**config.mk**
```make
export PLATFORM = sky130hd
export DESIGN_NAME = pcg32_bounded_generator_top
export DESIGN_NICKNAME = d
export VERILOG_FILES = /design/src/design/pcg32b_pkg.sv /design/src/design/pcg32_bounded_generator_top.sv
export SDC_FILE = /design/constraint.sdc
export NUM_CORES = 2
export LEC_CHECK = 0
export BUFFER_PORTS_ARGS = -buffer_cell sky130_fd_sc_hd__buf_2
export CAP_MARGIN = 20
export CORE_AREA = 2 2 442 444
export CTS_BUF_LIST = sky130_fd_sc_hd__clkbuf_4 sky130_fd_sc_hd__clkbuf_8
export DETAILED_ROUTE_END_ITERATION = 10
export DIE_AREA = 0 0 444 446
export HOLD_SLACK_MARGIN = 0.08
export SYNTH_ARGS = -nofsm -noshare
export SYNTH_HDL_FRONTEND = slang
export SYNTH_SLANG_ARGS = --single-unit
export TNS_END_PERCENT = 1
```
**constraint.sdc**
```tcl
create_clock -name i_clk -period 12.6 [get_ports i_clk]
set_input_delay 0 -clock i_clk [delete_from_list [all_inputs] [get_ports i_clk]]
set_output_delay 0 -clock i_clk [all_outputs]
set_load 0.01 [all_outputs]
```
**src/design/pcg32b_pkg.sv**
```systemverilog
// ----------------------------------------------------------------------------
// pcg32b_pkg: shared types and constants of the PCG32 bounded generator.
// Holds the operation and status codes, the sequencer state type, the LCG
// multiplier and the XSH-RR output permutation.
// ----------------------------------------------------------------------------
`default_nettype none

package pcg32b_pkg;

    // Operation codes carried in the input tuser.
    localparam logic [1:0] OP_SEED  = 2'd0;
    localparam logic [1:0] OP_RAW   = 2'd1;
    localparam logic [1:0] OP_RANGE = 2'd2;
    localparam logic [1:0] OP_NONE  = 2'd3;

    // Status codes carried in the output tuser.
    localparam logic [1:0] STAT_OK       = 2'd0;
    localparam logic [1:0] STAT_UNSEEDED = 2'd1;
    localparam logic [1:0] STAT_EMPTY    = 2'd2;

    localparam logic [63:0] LCG_MULT    = 64'h5851_F42D_4C95_7F2D;
    localparam logic [31:0] LCG_MULT_LO = LCG_MULT[31:0];
    localparam logic [31:0] LCG_MULT_HI = LCG_MULT[63:32];

    localparam int XSH_SHIFT_A = 18;
    localparam int XSH_SHIFT_B = 27;

    typedef enum logic [2:0] {
        ST_IDLE,
        ST_SEED_ADD,
        ST_MUL,
        ST_DIV_T,
        ST_DIV_R,
        ST_FIN,
        ST_DONE
    } t_state;

    // XSH-RR permutation of the old state: xorshift high, then rotate right
    // by the top five bits.
    function automatic logic [31:0] xsh_rr(input logic [63:0] s);
        logic [63:0] x;
        logic [31:0] xs;
        logic [4:0]  rot;
        x   = ((s >> XSH_SHIFT_A) ^ s) >> XSH_SHIFT_B;
        xs  = x[31:0];
        rot = s[63:59];
        return (xs >> rot) | (xs << (5'(5'd0 - rot)));
    endfunction

endpackage

`default_nettype wire

```
**src/design/pcg32_bounded_generator_top.sv**
```systemverilog
// ----------------------------------------------------------------------------
// pcg32_bounded_generator_top: PCG32 (XSH-RR) generator with range draws.
// One sequencer drives a shared 32x32 multiplier and a shared radix-2
// remainder unit to seed, draw raw words and draw bounded values.
// ----------------------------------------------------------------------------
// The block takes one item at a time on the input stream and returns exactly
// one result item for each. The op code in s_axis_tuser selects seeding, a raw
// 32-bit draw, a bounded draw in [low_bound, high_bound) or no operation. Each
// state advance is a 64-bit by 64-bit multiply (low half kept) built from
// three passes of a single 32x32 multiplier. A bounded draw first computes
// the rejection threshold (2^32 - span) mod span with a restoring remainder
// unit that retires one bit per cycle, then advances the state until a value
// at or above the threshold appears, then reduces it modulo span and adds
// low_bound. Draw requests before the first seed return status 1 and an empty
// range returns status 2, both without a state advance and with value zero.
// While an item is in progress s_axis_tready is low; the input opens again in
// the cycle after the result is loaded. A finished result sits in the output
// register until it is taken, and the next item can be accepted meanwhile.
// ----------------------------------------------------------------------------
`default_nettype none

module pcg32_bounded_generator_top
    import pcg32b_pkg::*;
(
    input  wire logic         i_clk,
    input  wire logic         i_rst_n,

    input  wire logic         s_axis_tvalid,
    output logic              s_axis_tready,
    // [63:0] seed_value, [95:64] low_bound, [127:96] high_bound
    input  wire logic [127:0] s_axis_tdata,
    // [1:0] op
    input  wire logic [1:0]   s_axis_tuser,

    output logic              m_axis_tvalid,
    input  wire logic         m_axis_tready,
    // [31:0] value
    output logic [31:0]       m_axis_tdata,
    // [1:0] status
    output logic [1:0]        m_axis_tuser
);

    // Sequencer state.
    t_state r_fsm, n_fsm;

    // Generator state.
    logic [63:0] r_gen;
    logic [63:0] r_inc;
    logic [63:0] r_cnt;
    logic        r_seeded;

    // Item registers.
    logic [1:0]  r_op;
    logic [63:0] r_seed;
    logic [31:0] r_lo;
    logic [31:0] r_span;
    logic [31:0] r_thr;
    logic [31:0] r_draw;

    // Shared multiplier and accumulator.
    logic [1:0]  r_mcnt;
    logic [63:0] r_prod;
    logic [63:0] r_acc;
    logic [31:0] w_mul_a;
    logic [31:0] w_mul_b;
    logic [63:0] w_prod;
    logic [63:0] w_addend;
    logic [63:0] w_acc_sum;

    // Shared remainder unit.
    logic [4:0]  r_dcnt;
    logic [31:0] r_dvd;
    logic [31:0] r_rem;
    logic [32:0] w_trial;
    logic        w_ge;
    logic [32:0] w_trial_sub;
    logic [31:0] w_rem_next;

    // Result staging and output register.
    logic [31:0] r_res_value;
    logic [1:0]  r_res_status;
    logic        r_out_valid;
    logic [31:0] r_out_value;
    logic [1:0]  r_out_status;

    logic        w_accept;
    logic        w_load_out;
    logic        w_draw_ok;

    assign w_accept  = s_axis_tvalid && s_axis_tready;
    assign w_draw_ok = (r_draw >= r_thr);

    // Multiplier passes: lo*lo, lo*hi, hi*lo. The hi*hi term falls above bit
    // 63 and is never needed.
    always_comb begin
        unique case (r_mcnt)
            2'd0: begin
                w_mul_a = r_gen[31:0];
                w_mul_b = LCG_MULT_LO;
            end
            2'd1: begin
                w_mul_a = r_gen[31:0];
                w_mul_b = LCG_MULT_HI;
            end
            2'd2: begin
                w_mul_a = r_gen[63:32];
                w_mul_b = LCG_MULT_LO;
            end
            default: begin
                w_mul_a = '0;
                w_mul_b = '0;
            end
        endcase
    end

    assign w_prod    = 64'(w_mul_a) * 64'(w_mul_b);
    assign w_addend  = (r_mcnt == 2'd1) ? r_prod : {r_prod[31:0], 32'h0};
    assign w_acc_sum = r_acc + w_addend;

    // One restoring step: shift in the next dividend bit, subtract if it fits.
    assign w_trial     = {r_rem, r_dvd[31]};
    assign w_ge        = (w_trial >= {1'b0, r_span});
    assign w_trial_sub = w_trial - {1'b0, r_span};
    assign w_rem_next  = w_ge ? w_trial_sub[31:0] : w_trial[31:0];

    // Next-state logic.
    always_comb begin
        n_fsm = r_fsm;
        unique case (r_fsm)
            ST_IDLE: begin
                if (w_accept) begin
                    priority if (s_axis_tuser == OP_SEED) begin
                        n_fsm = ST_SEED_ADD;
                    end else if (s_axis_tuser == OP_NONE || !r_seeded) begin
                        n_fsm = ST_DONE;
                    end else if (s_axis_tuser == OP_RAW) begin
                        n_fsm = ST_MUL;
                    end else if (s_axis_tdata[95:64] >= s_axis_tdata[127:96]) begin
                        n_fsm = ST_DONE;
                    end else begin
                        n_fsm = ST_DIV_T;
                    end
                end
            end
            ST_SEED_ADD: n_fsm = ST_MUL;
            ST_MUL: begin
                if (r_mcnt == 2'd3) begin
                    if (r_op != OP_RANGE) begin
                        n_fsm = ST_DONE;
                    end else if (w_draw_ok) begin
                        n_fsm = ST_DIV_R;
                    end else begin
                        n_fsm = ST_MUL;
                    end
                end
            end
            ST_DIV_T: if (r_dcnt == 5'd31) n_fsm = ST_MUL;
            ST_DIV_R: if (r_dcnt == 5'd31) n_fsm = ST_FIN;
            ST_FIN:   n_fsm = ST_DONE;
            ST_DONE:  if (!r_out_valid || m_axis_tready) n_fsm = ST_IDLE;
            default:  n_fsm = ST_IDLE;
        endcase
    end

    // Handshake outputs of the sequencer.
    always_comb begin
        s_axis_tready = 1'b0;
        w_load_out    = 1'b0;
        unique case (r_fsm)
            ST_IDLE: s_axis_tready = 1'b1;
            ST_DONE: w_load_out    = !r_out_valid || m_axis_tready;
            default: begin
                s_axis_tready = 1'b0;
                w_load_out    = 1'b0;
            end
        endcase
    end

    // Control registers.
    always_ff @(posedge i_clk) begin
        if (!i_rst_n) begin
            r_fsm       <= ST_IDLE;
            r_gen       <= '0;
            r_inc       <= '0;
            r_cnt       <= '0;
            r_seeded    <= 1'b0;
            r_mcnt      <= '0;
            r_dcnt      <= '0;
            r_out_valid <= 1'b0;
        end else begin
            r_fsm <= n_fsm;

            if (w_load_out) begin
                r_out_valid <= 1'b1;
            end else if (m_axis_tready) begin
                r_out_valid <= 1'b0;
            end

            if (r_fsm == ST_IDLE) begin
                r_mcnt <= '0;
                r_dcnt <= '0;
                if (w_accept && s_axis_tuser == OP_SEED) begin
                    // Clearing the state and advancing once leaves the state
                    // equal to the new increment.
                    r_inc    <= {r_cnt[62:0], 1'b1};
                    r_seeded <= 1'b1;
                end
            end

            if (r_fsm == ST_SEED_ADD) begin
                r_gen <= r_inc + r_seed;
                r_cnt <= r_cnt + 64'd1;
            end

            if (r_fsm == ST_MUL) begin
                r_mcnt <= r_mcnt + 2'd1;
                if (r_mcnt == 2'd3) begin
                    r_gen <= w_acc_sum;
                end
            end

            if (r_fsm == ST_DIV_T || r_fsm == ST_DIV_R) begin
                r_dcnt <= r_dcnt + 5'd1;
            end
        end
    end

    // Datapath registers.
    always_ff @(posedge i_clk) begin
        if (r_fsm == ST_IDLE && w_accept) begin
            r_op         <= s_axis_tuser;
            r_seed       <= s_axis_tdata[63:0];
            r_lo         <= s_axis_tdata[95:64];
            r_span       <= s_axis_tdata[127:96] - s_axis_tdata[95:64];
            // Dividend for the threshold: 2^32 - span, wrapped to 32 bits.
            r_dvd        <= s_axis_tdata[95:64] - s_axis_tdata[127:96];
            r_rem        <= '0;
            r_res_value  <= '0;
            if (s_axis_tuser == OP_RAW || s_axis_tuser == OP_RANGE) begin
                if (!r_seeded) begin
                    r_res_status <= STAT_UNSEEDED;
                end else if (s_axis_tuser == OP_RANGE
                             && s_axis_tdata[95:64] >= s_axis_tdata[127:96]) begin
                    r_res_status <= STAT_EMPTY;
                end else begin
                    r_res_status <= STAT_OK;
                end
            end else begin
                r_res_status <= STAT_OK;
            end
        end

        if (r_fsm == ST_MUL) begin
            r_prod <= w_prod;
            if (r_mcnt == 2'd0) begin
                r_acc  <= r_inc;
                r_draw <= xsh_rr(r_gen);
            end else begin
                r_acc <= w_acc_sum;
            end
            if (r_mcnt == 2'd3) begin
                if (r_op == OP_RAW) begin
                    r_res_value <= r_draw;
                end
                // Accepted draw: load it as the dividend for the reduction.
                r_dvd <= r_draw;
                r_rem <= '0;
            end
        end

        if (r_fsm == ST_DIV_T || r_fsm == ST_DIV_R) begin
            r_dvd <= {r_dvd[30:0], 1'b0};
            r_rem <= w_rem_next;
            if (r_fsm == ST_DIV_T && r_dcnt == 5'd31) begin
                r_thr <= w_rem_next;
            end
        end

        if (r_fsm == ST_FIN) begin
            r_res_value <= r_lo + r_rem;
        end

        if (w_load_out) begin
            r_out_value  <= r_res_value;
            r_out_status <= r_res_status;
        end
    end

    assign m_axis_tvalid = r_out_valid;
    assign m_axis_tdata  = r_out_value;
    assign m_axis_tuser  = r_out_status;

    // A result with an error status carries a zero value.
    a_err_zero: assert property (@(posedge i_clk) disable iff (!i_rst_n)
        (m_axis_tvalid && m_axis_tuser != STAT_OK) |-> (m_axis_tdata == 32'h0))
        else $error("error result with nonzero value");

    // The partial remainder stays below the divisor during a reduction.
    a_rem_bound: assert property (@(posedge i_clk) disable iff (!i_rst_n)
        ((r_fsm == ST_DIV_T || r_fsm == ST_DIV_R) && r_dcnt != 5'd0)
        |-> (r_rem < r_span))
        else $error("remainder not below span");

    // The stream counter steps by one on each seeding.
    a_cnt_step: assert property (@(posedge i_clk) disable iff (!i_rst_n)
        (r_fsm == ST_SEED_ADD) |=> (r_cnt == $past(r_cnt) + 64'd1))
        else $error("stream counter did not advance on seeding");

    // Once seeded, the stream increment is odd.
    a_inc_odd: assert property (@(posedge i_clk) disable iff (!i_rst_n)
        r_seeded |-> r_inc[0])
        else $error("stream increment is even");

    // An accepted item closes the input until its result is loaded into the output register.
    a_busy: assert property (@(posedge i_clk) disable iff (!i_rst_n)
        (s_axis_tvalid && s_axis_tready) |=> !s_axis_tready)
        else $error("input accepted twice in a row");

endmodule

`default_nettype wire
```
# Word-level counts from Yosys, hierarchy flattened
# Cells that the tools add are included.
[totals] wordCells=129 input_bits=134 regBits=658 output_inout_bits=36
[op_classes] mux=43 n_eq_ne=20 n_shift=2 addsub=10 mul=1 n_bitwise=2 n_reduce_logical=24 magnitude_cmp=3
[op_table] op="2-to-1 mux 32 bit" count=14
[op_table] op="2-to-1 mux 64 bit" count=5
[op_table] op="adder 64 bit" count=2
[op_table] op="subtractor 32 bit" count=3
[op_table] op="adder 64 x 1 -> 64 bit (second input constant)" count=1
[op_table] op=">= comparator 32 bit" count=2
[op_table] op="multiplier 32 x 32 -> 64 bit" count=1
[op_table] op="one-hot mux 32 bit (2 select lines)" count=1
[op_table] op="one-hot mux 31 bit (2 select lines)" count=1
[op_table] op="XOR 46 x 59 -> 59 bit" count=1
[op_table] op=">= comparator 33 x 32 -> 1 bit" count=1
[op_table] op="2-to-1 mux 3 bit" count=11
[op_table] op="adder 32 bit" count=1
[op_table] op="OR 32 bit" count=1
[op_table] op="<< shifter 32 x 5 -> 32 bit" count=1
[op_table] op=">> shifter 32 x 5 -> 32 bit" count=1
[op_table] op="one-hot mux 3 bit (7 select lines)" count=1
[op_table] op="2-to-1 mux 5 bit" count=2
[op_table] op="equality test 3 bit (second input constant)" count=3
[op_table] op="equality test 2 bit (second input constant)" count=4
[op_table] op="AND reduction 2 bit" count=4
[op_table] op="equality test 2 x 1 -> 1 bit (second input constant)" count=3
[op_table] op="equality test 3 x 2 -> 1 bit (second input constant)" count=2
[op_table] op="2-to-1 mux 2 bit" count=3
[op_table] op="other kinds (16)" count=36

# Depth between registers and ports, before layout
[logic_depth] word_depth=9 depth_mapped=39 mapped_depth_nobuf=35

# Worst setup path after synthesis
# OpenSTA, ideal clock, no wires.
[synth_timing] path_type="flip-flop to flip-flop" start="register r_mcnt[0]" end="register r_prod[60], data pin" path_stages_with_launch=37 setup_slack_ns=3.128 arrival_ns=9.208 synth_period_minus_slack_ns=9.472 required_ns=12.336 setup_time_ns=0.264 path_buffers=4 path_cell_list="dfxtp_1 inv_1 ha_1 clkbuf_1 or2_2 clkbuf_1 clkbuf_1 a22oi_1 nor2_1 inv_1 nor2_1 inv_1 fa_1 fa_1 inv_1 fa_1 inv_1 fa_1 inv_1 fa_1 fa_1 fa_1 inv_1 fa_1 inv_1 ha_1 clkbuf_1 nand2_1 nor2_1 nand2_1 or3_1 o21ai_0 a21oi_1 or3_1 nor4_1 nor4_1 xnor2_1"
[synth_via] elab_chain_cells=4 word_cells_on_any_way=8 cone_classes="mul: 1; eq/ne: 2; mux: 2; reduce/logical: 3"
[synth_rtl] element="start: declaration" line="pcg32_bounded_generator_top.sv:61" text="logic [1:0] r_mcnt;"
[synth_rtl] element="start signal: assignment" line="pcg32_bounded_generator_top.sv:216" text="r_mcnt <= r_mcnt + 2'd1;"
[synth_rtl] element="equality test 2 x 1 -> 1 bit, or another cell as far along" line="pcg32_bounded_generator_top.sv:96" text="unique case (r_mcnt)"
[synth_rtl] element="OR reduction 2 bit (no source line)"
[synth_rtl] element="one-hot mux 32 bit (2 select lines) / one-hot mux 31 bit (2 select lines) (equally long branches)" line="pcg32_bounded_generator_top.sv:96"
[synth_rtl] element="multiplier 32 x 32 -> 64 bit (*)" line="pcg32_bounded_generator_top.sv:116" text="assign w_prod = 64'(w_mul_a) * 64'(w_mul_b);"
[synth_rtl] element="named net w_prod[60]" line="pcg32_bounded_generator_top.sv:66" text="logic [63:0] w_prod;"
[synth_rtl] element="end signal: assignment" line="pcg32_bounded_generator_top.sv:254" text="r_prod <= w_prod;"
[synth_rtl] element="end: declaration" line="pcg32_bounded_generator_top.sv:62" text="logic [63:0] r_prod;"
# The timed path passes the listed nets; every way through them passes the cells marked *.
# A chain may end at the register's enable or synchronous reset.

# Worst setup path in the final report
[layout_timing] start="register r_mcnt[1]" end="register r_prod[60], data pin"
# Same word-level chain as after synthesis.

==> results by group <==
Floorplan
  – Die Area: 0.198 mm²
  – Number of rows created at floorplan: approximately 160
  – Effective utilization at floorplan: between 30% and 40%
  – Top Ports: 170
  – Die outline width: 444 µm
  – CORE AREA: 0.194 mm²
  – Die Y-Extent: between 400 and 500 µm

Setup path
  – Critical path launch point type: register
  – R2r setup slk: 1.52 ns
  – Category of the most critical setup path: reg -> reg
  – Nature of the critical path endpoint: register
  – Cell type of the slowest stage on the worst timing path: sky130_fd_sc_hd__a21oi_1
  – Data arrival, critical path: roughly 12 ns
  – Largest fanout on the critical path: 34
  – CP delay by family, top: adder cells
  – Critical Path Most Common Cell: sky130_fd_sc_hd__fa_1
  – Worst Path Required: 13.16 ns
  – Count of buffering cells on the critical path with inverters included: 4
  – Crit-path max cell delay: 0.87 ns

STA
  – Fmax: 90.3 MHz
  – Clock skew after layout: 0.0638 ns
  – Slew at the pin closest to its max-slew limit: around 1.1 ns
  – Final Max Slew Viols: 0
  – Final worst-path cycle share: 87.9%
  – Number of failing setup endpoints in the final timing report: 0
  – Setup TNS: 0 ns
  – Worst slew margin relative to its limit: about a quarter
  – Final hold violation count: 0
  – RSZ-0062 raised after global routing: no
  – Fin crit period: 11.08 ns

CTS
  – Clock tree sinks: between 600 and 700
  – Insertion delay to the later sink of the worst-skew pair: between 0.8 and 0.9 ns
  – Post-CTS setup buffer count: 0
  – Clock-pin transition on the worst setup and hold timing paths: ~0.06 ns
  – Number of buffers created by CTS: approximately 120
  – Root Buffer Master: sky130_fd_sc_hd__clkbuf_8
  – Clock tree from TritonCTS: yes
  – CTS H-Tree Depth: 3
  – CTS Buffer Depth: 3

Place
  – DPL Wire Length: between 150000 and 200000 µm
  – Port-buffer cells: 169
  – RePlAce Congestion: 0.990
  – Placement Cell Area: 0.0689 mm²

Synthesis
  – Top FF cell, synth: sky130_fd_sc_hd__edfxtp_1
  – Mapped Nets: 8648
  – Count of flip-flops with a built-in enable after synthesis: 358
  – Post-synthesis instance total: 7192
  – Top cells by count, synth: sky130_fd_sc_hd__inv_1 (1014), sky130_fd_sc_hd__ha_1 (774), sky130_fd_sc_hd__nand2_1 (680), sky130_fd_sc_hd__fa_1 (548), sky130_fd_sc_hd__a21oi_1 (545)
  – Cell type with the highest aggregate area in the netlist: sky130_fd_sc_hd__fa_1
  – Yosys warns: 0
  – Fraction of post-synthesis cell area in the top cell type by area: between 10% and 20%
  – Biggest area contributors in the synthesized netlist: sky130_fd_sc_hd__fa_1 (17%), sky130_fd_sc_hd__edfxtp_1 (16%), sky130_fd_sc_hd__ha_1 (15%)
  – Register area share after synthesis: 25.6%
  – Netlist area before placement: 0.0653 mm²
  – Synthesized area per cell: 9.08 µm²
  – Async set-reset flop share out of synthesis: 0%
  – Yosys cell types: 84
  – Leading cell type by number of instances after synthesis: sky130_fd_sc_hd__inv_1
  – Number of storage elements in the synthesis netlist: between 600 and 700

Detailed routing
  – Antenna Nets Post-Route: 0
  – Number of detailed-route iterations in the first pass: 6
  – Wire length after detailed routing: 223000 µm
  – Number of DRC markers after the initial detailed-route iteration: 4100
  – Via density per instance: around 5.3
  – Number of remaining DRC errors: 0
  – Total number of vias: around 54000
  – Routed wire per std cell: 22.0 µm

GRT
  – Met3 track demand over resource: 2.75%
  – Global route total overflow: 0
  – Antenna violations before repair: 11
  – Grt met1 use: 29.1%
  – Global routing's busiest layer: met2
  – Routing usage on met2: 37.7%
  – First-pass GRT wire length: 339000 µm
  – Combined global-route utilization of all metal layers: 22.3%
  – Number of global-route vias before repair: about 55000
  – Largest net degree at the start of global routing: between 90 and 100

Power
  – Portion of total power attributed to the clock network: 14.9%
  – Relative contribution of combinational cells to total power: a little over three fifths
  – Reported leakage power: 34.7 nW
  – Seq pwr share: between 20% and 30%
  – Sw Share: between 40% and 50%
  – Total power per unit cell area: 212 mW/mm²
  – Internal power contribution: 7.97 mW
  – Worst VDD drop: 0.171 mV
  – Power spent charging and discharging nets: 7.75 mW

Cells and area
  – Layout Nets: around 9000
  – Area growth, synth to finish: 13.8%
  – Final-layout fill cell count: 19300
  – Layout cell share with drive strength beyond 1: about 7.6%
  – Layout Cell Area excl Fill: 0.0743 mm²

Min path
  – Worst min-delay path class: in -> reg

Run
  – Max cap viols: 0

Outcome
  – Status: completed
cell families (layout without fill, tap and decap cells):
logic type	count (synthesis)	count (layout)	synth area share, %
AND/OR/NAND/NOR	1706	1706	11.9
adder cells (fa/ha/maj)	1322	1322	31.6
AO/OA/AOI/OAI	1705	1705	16.5
buffers and inverters	1333	1758	7.67
multiplexers	118	118	2.02
flip-flops	656	656	25.6
XOR/XNOR	352	352	4.72
other	0	6	0
worst reg2reg max path, delay by kind of cell, from the launching register on:
kind            cells  cell delay (ns)
simple gates        7             2.64
flops               1             0.34
fa+ha+maj          10             4.91
buf+inv             4             0.51
compound gates      7             2.27
xor+xnor            1             0.13
routing by layer:
layer	routed length [µm]	share of wire, %
met1	96200	43
met2	106000	47
met3	12600	5.6
met4	8730	3.9
met5	73	0.033
registers in the layout (all words and copies together) (netlist names):
name / flops
m_axis_tdata: 32
m_axis_tuser: 2
m_axis_tvalid: 1
r_acc: 64
r_cnt: 63
r_dcnt: 5
r_draw: 32
r_dvd: 32
r_fsm: 3
r_gen: 64
r_inc: 64
r_lo: 32
r_mcnt: 2
r_op: 2
r_prod: 64
r_rem: 32
r_res_status: 2
r_res_value: 32
r_seed: 64
r_span: 32
r_thr: 32
layout make-up:
type | count | area [µm²] | area share, %
antenna | 6 | 15.0 | 0.0202
clock buffer | 168 | 2140 | 2.88
sequential | 656 | 16700 | 22.5
tap | 2542 | 3180 | 4.28
inverter | 1018 | 3830 | 5.15
clock inverter | 56 | 606 | 0.815
multi-input combinational | 5203 | 43700 | 58.8
timing repair buffer | 516 | 4130 | 5.56
cell usage in the layout, fill, tap and decap left out, drive strengths merged, types with 49 or more instances in the layout:
master | synthesis | routed
nand3 | 127 | 127
and2 | 94 | 94
ha | 774 | 774
nor3 | 72 | 72
nand4 | 76 | 76
and3 | 57 | 57
buf | 26 | 246
dfxtp | 298 | 298
nor2b | 51 | 51
a21o | 213 | 213
mux2i | 55 | 55
a211oi | 76 | 76
mux2 | 58 | 58
a21oi | 545 | 545
xnor2 | 205 | 205
edfxtp | 358 | 358
o21a | 49 | 49
nor2 | 410 | 410
a31oi | 60 | 60
fa | 548 | 548
inv | 1015 | 1019
o21ai | 394 | 394
clkbuf | 289 | 168
dlygate4sd3 | 0 | 269
xor2 | 147 | 147
nand2 | 680 | 680
power by group through the flow:
stage               Clock, mW  Sequential, mW  Combinational [mW]
floorplan                   0            3.29                6.59
global placement            0            3.54                9.62
detailed placement          0            3.53                9.64
CTS                      2.40            3.50                9.84
global route             2.48            3.53                10.8
finish                   2.34            3.51                9.88
what timing repair did:
action | CTS | global route
resized for setup | 0 | 0
hold buffers | 269 | 0
endpoints found under the hold margin | 237 | 0
through the flow:
| step | hold slack, ns | setup WS (ns) | power, mW | cells | utilization, % |
|---|---|---|---|---|---|
| 6_report | 0.245 | 1.52 | 15.7 | 10200 | 38.4 |
| 5_1_grt | 0.196 | 1.01 | 16.9 | 10200 | 38.4 |
| 4_1_cts | 0.100 | 1.71 | 15.7 | 10200 | 38.4 |
| 3_5_place_dp | 0.179 | 1.75 | 13.2 | 9665 | 35.6 |
| 3_3_place_gp | 0.176 | 2.05 | 13.2 | 9665 | 35.6 |
| 2_1_floorplan | 0.0989 | 3.13 | 9.89 | 7192 | - |
worst paths after layout:
check | start | cells past startpoint | to
worst min-delay path | s_axis_tdata[96] | 4 | r_span[0]
worst max register to register | r_mcnt[1] | 29 | r_prod[60]
worst min register to register | r_res_value[7] | 0 | m_axis_tdata[7]
worst max-delay path | r_mcnt[1] | 29 | r_prod[60]
Power figures use the tool's default switching activity.
